## src/rtl/core/dnle_pkg.sv

```systemverilog
package dnle_pkg;

  // byte and label length widths
  localparam int unsigned BYTE_W = 8;
  localparam int unsigned LEN_W  = 6;

  // default label buffer depth
  localparam int unsigned LABEL_MAX_DEF = 62;

  // special characters
  localparam logic [BYTE_W-1:0] CH_DOT = 8'd46;
  localparam logic [BYTE_W-1:0] CH_END = 8'd0;

  // name phase codes
  localparam logic [1:0] PH_START = 2'd0;
  localparam logic [1:0] PH_IN    = 2'd1;
  localparam logic [1:0] PH_SKIP  = 2'd2;

endpackage

```

## src/rtl/core/dnle_label_mem.sv

```systemverilog
module dnle_label_mem #(
  parameter int unsigned DEPTH  = dnle_pkg::LABEL_MAX_DEF,
  parameter int unsigned ADDR_W = (DEPTH > 1) ? $clog2(DEPTH) : 1
) (
  input  logic                        clk_i,
  input  logic                        we_i,
  input  logic [ADDR_W-1:0]           waddr_i,
  input  logic [dnle_pkg::BYTE_W-1:0] wdata_i,
  input  logic                        re_i,
  input  logic [ADDR_W-1:0]           raddr_i,
  output logic [dnle_pkg::BYTE_W-1:0] rdata_o
);

  logic [dnle_pkg::BYTE_W-1:0] mem_q [DEPTH];
  logic [dnle_pkg::BYTE_W-1:0] rdata_q;

  // write port
  always_ff @(posedge clk_i) begin
    if (we_i) begin
      mem_q[waddr_i] <= wdata_i;
    end
  end

  // registered read port, holds its data between reads
  always_ff @(posedge clk_i) begin
    if (re_i) begin
      rdata_q <= mem_q[raddr_i];
    end
  end

  assign rdata_o = rdata_q;

endmodule

```

## src/rtl/core/dns_name_label_encoder_unit.sv

```systemverilog
// a character that is only stored is written to the label memory; a dot or end character is
// followed by its wire bytes at one byte per cycle from the output register unless the output
// stalls; a label of n bytes goes out as its length byte and its n data bytes, plus a terminator,
// paced by the label memory read port and the single output register; input is held meanwhile
// reset: control state, label length and output valid clear at once; the label memory is not cleared
module dns_name_label_encoder_unit #(
  parameter int unsigned LABEL_MAX = dnle_pkg::LABEL_MAX_DEF
) (
  input  logic                        clk_i,
  input  logic                        rst_ni,
  input  logic                        in_valid_i,
  output logic                        in_stall_o,
  input  logic [dnle_pkg::BYTE_W-1:0] name_char_i,
  output logic                        out_valid_o,
  input  logic                        out_stall_i,
  output logic [dnle_pkg::BYTE_W-1:0] wire_byte_o,
  output logic                        name_done_o,
  output logic                        label_overflow_o
);

  localparam int unsigned IdxW = (LABEL_MAX > 1) ? $clog2(LABEL_MAX) : 1;
  localparam int unsigned LW   = dnle_pkg::LEN_W;
  localparam int unsigned BW   = dnle_pkg::BYTE_W;

  // sequencer state codes
  localparam logic [1:0] StIdle = 2'd0;
  localparam logic [1:0] StLen  = 2'd1;
  localparam logic [1:0] StData = 2'd2;
  localparam logic [1:0] StTerm = 2'd3;

  logic [1:0]      state_q, state_d;
  logic [1:0]      phase_q, phase_d;
  logic [LW-1:0]   len_q, len_d;
  logic            ovf_q, ovf_d;
  logic            term_q, term_d;
  logic [IdxW-1:0] idx_q, idx_d;

  logic            out_valid_q, out_valid_d;
  logic [BW-1:0]   wire_byte_q, wire_byte_d;
  logic            done_q, done_d;
  logic            lovf_q, lovf_d;

  logic            mem_we, mem_re;
  logic [IdxW-1:0] mem_waddr, mem_raddr;
  logic [BW-1:0]   mem_rdata;

  logic            accept;
  logic            out_free;
  logic            is_end, is_dot;
  logic            data_last;

  assign accept    = in_valid_i && (state_q == StIdle);
  assign out_free  = !out_valid_q || !out_stall_i;
  assign is_end    = (name_char_i == dnle_pkg::CH_END);
  assign is_dot    = (name_char_i == dnle_pkg::CH_DOT);
  assign data_last = ((LW'(idx_q) + 1'b1) == len_q);
  assign mem_waddr = len_q[IdxW-1:0];

  dnle_label_mem #(
    .DEPTH  (LABEL_MAX),
    .ADDR_W (IdxW)
  ) u_label_mem (
    .clk_i   (clk_i),
    .we_i    (mem_we),
    .waddr_i (mem_waddr),
    .wdata_i (name_char_i),
    .re_i    (mem_re),
    .raddr_i (mem_raddr),
    .rdata_o (mem_rdata)
  );

  // phase tracking, label buffering and flush sequencing
  always_comb begin
    state_d     = state_q;
    phase_d     = phase_q;
    len_d       = len_q;
    ovf_d       = ovf_q;
    term_d      = term_q;
    idx_d       = idx_q;
    out_valid_d = out_valid_q && out_stall_i;
    wire_byte_d = wire_byte_q;
    done_d      = done_q;
    lovf_d      = lovf_q;
    mem_we      = 1'b0;
    mem_re      = 1'b0;
    mem_raddr   = '0;

    unique case (state_q)
      StIdle: begin
        if (accept) begin
          case (phase_q)
            dnle_pkg::PH_SKIP: begin
              if (is_end) begin
                phase_d = dnle_pkg::PH_START;
              end
            end
            dnle_pkg::PH_IN: begin
              if (is_end) begin
                phase_d = dnle_pkg::PH_START;
                term_d  = 1'b1;
                state_d = ((len_q != '0) || ovf_q) ? StLen : StTerm;
              end else if (is_dot) begin
                term_d  = 1'b0;
                state_d = StLen;
              end else if (len_q < LW'(LABEL_MAX)) begin
                mem_we = 1'b1;
                len_d  = len_q + 1'b1;
              end else begin
                ovf_d = 1'b1;
              end
            end
            default: begin
              // start of name, including the unused code
              len_d = '0;
              ovf_d = 1'b0;
              if (is_end) begin
                phase_d = dnle_pkg::PH_START;
                state_d = StTerm;
              end else if (is_dot) begin
                phase_d = dnle_pkg::PH_SKIP;
                state_d = StTerm;
              end else begin
                mem_we  = 1'b1;
                len_d   = LW'(1);
                phase_d = dnle_pkg::PH_IN;
              end
            end
          endcase
        end
      end
      StLen: begin
        if (out_free) begin
          out_valid_d = 1'b1;
          wire_byte_d = BW'(len_q);
          done_d      = 1'b0;
          lovf_d      = ovf_q;
          if (len_q != '0) begin
            mem_re    = 1'b1;
            mem_raddr = '0;
            idx_d     = '0;
            state_d   = StData;
          end else begin
            ovf_d   = 1'b0;
            state_d = term_q ? StTerm : StIdle;
          end
        end
      end
      StData: begin
        if (out_free) begin
          out_valid_d = 1'b1;
          wire_byte_d = mem_rdata;
          done_d      = 1'b0;
          lovf_d      = ovf_q;
          if (data_last) begin
            len_d   = '0;
            ovf_d   = 1'b0;
            state_d = term_q ? StTerm : StIdle;
          end else begin
            // fetch the next byte while this one goes out
            mem_re    = 1'b1;
            mem_raddr = idx_q + 1'b1;
            idx_d     = idx_q + 1'b1;
          end
        end
      end
      StTerm: begin
        if (out_free) begin
          out_valid_d = 1'b1;
          wire_byte_d = dnle_pkg::CH_END;
          done_d      = 1'b1;
          lovf_d      = 1'b0;
          len_d       = '0;
          ovf_d       = 1'b0;
          state_d     = StIdle;
        end
      end
      default: begin
        state_d = StIdle;
      end
    endcase
  end

  // control registers
  always_ff @(posedge clk_i or negedge rst_ni) begin
    if (!rst_ni) begin
      state_q     <= StIdle;
      phase_q     <= dnle_pkg::PH_START;
      len_q       <= '0;
      ovf_q       <= 1'b0;
      term_q      <= 1'b0;
      idx_q       <= '0;
      out_valid_q <= 1'b0;
    end else begin
      state_q     <= state_d;
      phase_q     <= phase_d;
      len_q       <= len_d;
      ovf_q       <= ovf_d;
      term_q      <= term_d;
      idx_q       <= idx_d;
      out_valid_q <= out_valid_d;
    end
  end

  // output payload register
  always_ff @(posedge clk_i) begin
    wire_byte_q <= wire_byte_d;
    done_q      <= done_d;
    lovf_q      <= lovf_d;
  end

  assign in_stall_o       = (state_q != StIdle);
  assign out_valid_o      = out_valid_q;
  assign wire_byte_o      = wire_byte_q;
  assign name_done_o      = done_q;
  assign label_overflow_o = lovf_q;

  // label length never exceeds the buffer
  assert property (@(posedge clk_i) disable iff (!rst_ni)
    len_q <= LW'(LABEL_MAX))
    else $error("label length beyond buffer depth");

  // the read index stays inside the current label while flushing
  assert property (@(posedge clk_i) disable iff (!rst_ni)
    (state_q == StData) |-> (LW'(idx_q) < len_q))
    else $error("flush index outside label");

  // a terminator is a zero byte and never carries the overflow mark
  assert property (@(posedge clk_i) disable iff (!rst_ni)
    (out_valid_o && name_done_o) |-> (wire_byte_o == dnle_pkg::CH_END && !label_overflow_o))
    else $error("malformed terminator");

  // the label memory is never written during a flush
  assert property (@(posedge clk_i) disable iff (!rst_ni)
    mem_we |-> (state_q == StIdle))
    else $error("label write during flush");

endmodule
```

## config.mk

```make
export PLATFORM = sky130hd
export DESIGN_NAME = dns_name_label_encoder_unit
export DESIGN_NICKNAME = d
export VERILOG_FILES = /design/src/rtl/core/dnle_pkg.sv /design/src/rtl/core/dnle_label_mem.sv /design/src/rtl/core/dns_name_label_encoder_unit.sv
export SDC_FILE = /design/constraint.sdc
export NUM_CORES = 1
export LEC_CHECK = 0
export BUFFER_PORTS_ARGS = -buffer_cell sky130_fd_sc_hd__buf_2
export CAP_MARGIN = 10
export CORE_MARGIN = 8
export CORE_UTILIZATION = 50
export DETAILED_ROUTE_END_ITERATION = 10
export PLACE_DENSITY = 0.67
export SYNTH_ARGS = -nofsm -noshare
export SYNTH_HDL_FRONTEND = slang
export SYNTH_SLANG_ARGS = --single-unit
```

## constraint.sdc

```tcl
create_clock -name clk_i -period 5.7 [get_ports clk_i]
set_input_delay 0.57 -clock clk_i [delete_from_list [all_inputs] [get_ports clk_i]]
set_output_delay 0.57 -clock clk_i [all_outputs]
set_load 0.02 [all_outputs]
```

==> key figures <==
Run status
  • Status: finished, final reports clean

Finish
  • Synth-to-layout area growth: 12.22%
  • Post-layout nets: between 1500 and 2000
  • Layout fillers: between 3000 and 4000
  • Ant diodes: 0
  • Share of layout cells above drive strength 1: 14.17%

Logic synthesis
  • Post-Syn Area: 21860 sq um
  • Share of synthesized registers carrying an async set or reset: approximately 3.6%
  • Post-synth top flop: edfxtp_1
  • Post-synth EDFFs: 514
  • Mapped Cells: between 1000 and 1500
  • Synth warn: 0
  • Synth cell types: 67
  • Top-count cell post-synth: edfxtp_1
  • Post-synth top cells: 514 x edfxtp_1, 134 x nor2_1, 91 x o21ai_0
  • FF+latch count, synth: approximately 530
  • Largest cells by area after synthesis: edfxtp_1 71%, mux2i_1 3.3%, mux2_2 2.6%, nor2_1 2.3%, dfrtp_1 2.2%
  • Post-synth top area cell: edfxtp_1
  • Synth top area share: just over 70%
  • Sequential share of the synthesized area: between 70% and 80%
  • Mapped Avg Cell Area: 14.83 sq um
  • Synth Net Count: between 1000 and 1500

Setup path
  • CP arrival: about 5 ns
  • FF-to-FF path depth: 10
  • Largest stage delay, worst path: between 0.7 and 0.8 ns
  • CP Cell Sequence: ha_2, xor3_1, nor3_2, and3_1, a21o_2, buf_4, nor2_1, o311ai_0, o31ai_1, o22ai_1
  • Reg2Reg Launch Point: idx_q[0]
  • CP max FO: 35
  • Kind of critical path: flop to flop
  • Slowest-stage cell, CP: dfrtp_4
  • Worst Setup End Kind: flop
  • Startpoint Class: flop
  • Beginning of the critical path: idx_q[0]
  • Crit path required time: approximately 6.1 ns

Clocking
  • Hold-fix buffers, CTS: 1
  • Skew-Pair Late Insertion Delay: 0.61 ns
  • Setup bufs post-CTS: 0
  • CTS H-Tree Depth: 2
  • CTS Buffer Depth: 3
  • Clk sink count: approximately 530
  • Root buffer cell: clkbuf_16
  • Register clock-pin slew on the reported worst setup and hold paths: ~0.060 ns
  • Post-CTS Resized: 0
  • CTS buffer count: 52
  • CTS tree: built

GRT
  • GR Overflow Total: 0
  • First-pass GRT wire length: slightly below 90000 um
  • GR Util All Layers: between 20% and 30%
  • Initial antenna violation count: 0
  • Largest net degree at the start of global routing: 63
  • Vias in the first global route: approximately 13000

Floorplan
  • Initial core utilization: 50.76%
  • Die area: 50680 sq um
  • Row cnt: between 70 and 80
  • Die H: 225.1 um
  • Core Region: about 43000 sq um
  • I/O Pins: 24
  • Die width: ~230 um

Power
  • Pwr per Cell Area: 396.9 nW/um^2
  • VDD IR-drop max: 0.0002507 V
  • Leakage: between 7 and 8 nW

STA
  • Final period util: just over 80%
  • Worst hold slack: around 0.32 ns
  • Worst Skew: ~0.021 ns
  • Rel. slew slack: ~29%
  • RSZ-0062 raised after global routing: false
  • Final Setup Violations: 0
  • Least-Margin Pin Slew: 1.051 ns
  • Min Tclk post-route: 4.657 ns
  • Max Freq: roughly 0.21 GHz
  • Setup TNS Final: 0 ns
  • Slew Limit Fails: 0
  • Hold Vio Cnt, Final: 0

Place
  • Post-DP HPWL: 38530 um
  • GPL Wtd Cong: around 0.95
  • PortBufs: 23

Drt
  • Post-route ant nets: 0
  • Vias: about 14000
  • Initial drt markers: roughly 1800
  • DRC viols: 0
  • DR vias/cell: about 6.5
  • Router iterations before antenna repair: 6
  • Total routed wirelength: approximately 61000 um
  • DR WL/cell: approximately 28 um

Worst hold path
  • Hold crit path type: input pin to flop
  • Hold depth: 1
  • Hold Startpoint: name_char_i[1]

Run
  • Max-Cap Viols: 0
## sequential cells by signal, summed over array words and instances (netlist names)
signal / flops
idx_q: 6
len_q: 6
u_label_mem.mem_q: 496
wire_byte_o: 8
label_overflow_o: 1
term_q: 1
phase_q: 2
name_done_o: 1
state_q: 2
ovf_q: 1
u_label_mem.rdata_o: 8
out_valid_o: 1
## final timing paths
check | end | slack [ns]
max in group asynchronous | idx_q[0] | 4.87
worst max register to register | u_label_mem.rdata_o[6] | 1.04
min in group asynchronous | out_valid_o | 0.45
worst min-delay path | u_label_mem.mem_q[20][1] | 0.32
worst min register to register | phase_q[0] | 0.51
worst max-delay path | u_label_mem.rdata_o[6] | 1.04
## layer usage
metal / part of all wire, % / GRT usage (%) / vias to the layer above
met5: 0 / 0 / -
met4: 3.7 / 8.763 / 0
met3: 11 / 5.699 / 146
met2: 44 / 34.99 / 976
met1: 41 / 34.21 / 6971
li1: - / - / 5922
## report_power, final
part	leakage, nW	internal, mW	switching, mW
logic	1.98	0.494	1.19
clock network	0.852	2.06	1.45
registers	4.88	4.45	0.0919
## cell families after synthesis
family | synth area share (%)
AOI/OAI and AO/OA | 11.50
buffers and inverters | 2.077
DFF | 72.77
and+or+nand+nor | 6.421
muxes | 6.134
xor gates and xnor gates | 0.5894
adders and majority gates | 0.5150
## layout by cell type, fill, tap and decap left out, drive strengths merged, types with 50 or more instances in the layout
cell    count
buf        73
edfxtp    514
nor2      134
o22ai      72
clkbuf     61
o21ai      96
mux2i      71
mux2       50
nand2      59
## cell type report
cell class,count,area (sq um),area share (%)
well taps,585,732.0,2.983
flip-flops and latches,533,15910,64.86
clock buffers,61,1356,5.528
inverters,25,93.84,0.3825
multi-input cells,830,5539,22.58
clock inverters,37,384.1,1.566
repair buffers,74,516.7,2.106
## metrics by stage
| step | setup slack [ns] | instance area (sq um) | power (mW) | cells | util (%) |
|---|---|---|---|---|---|
| finish | 1.043 | 24540 | 9.739 | 2145 | 56.96 |
| global route | 0.9205 | 24540 | 10.02 | 2145 | 56.96 |
| CTS | 1.184 | 24540 | 9.726 | 2145 | 56.96 |
| detailed placement | 1.233 | 22790 | 6.260 | 2046 | 52.90 |
| global placement | 1.359 | 22770 | 6.240 | 2045 | 52.87 |
| floorplan | 2.860 | 21860 | 5.615 | 1474 | - |
## worst max-delay path: cells and delay by family, from the launching register on
| family | cells | cell delay, ns |
|---|---|---|
| adders and majority gates | 1 | 0.41 |
| buffers and inverters | 1 | 0.36 |
| DFF | 1 | 0.72 |
| AOI/OAI and AO/OA | 4 | 1.76 |
| xor gates and xnor gates | 1 | 0.37 |
| and+or+nand+nor | 3 | 0.81 |
Power figures use the tool's default switching activity.
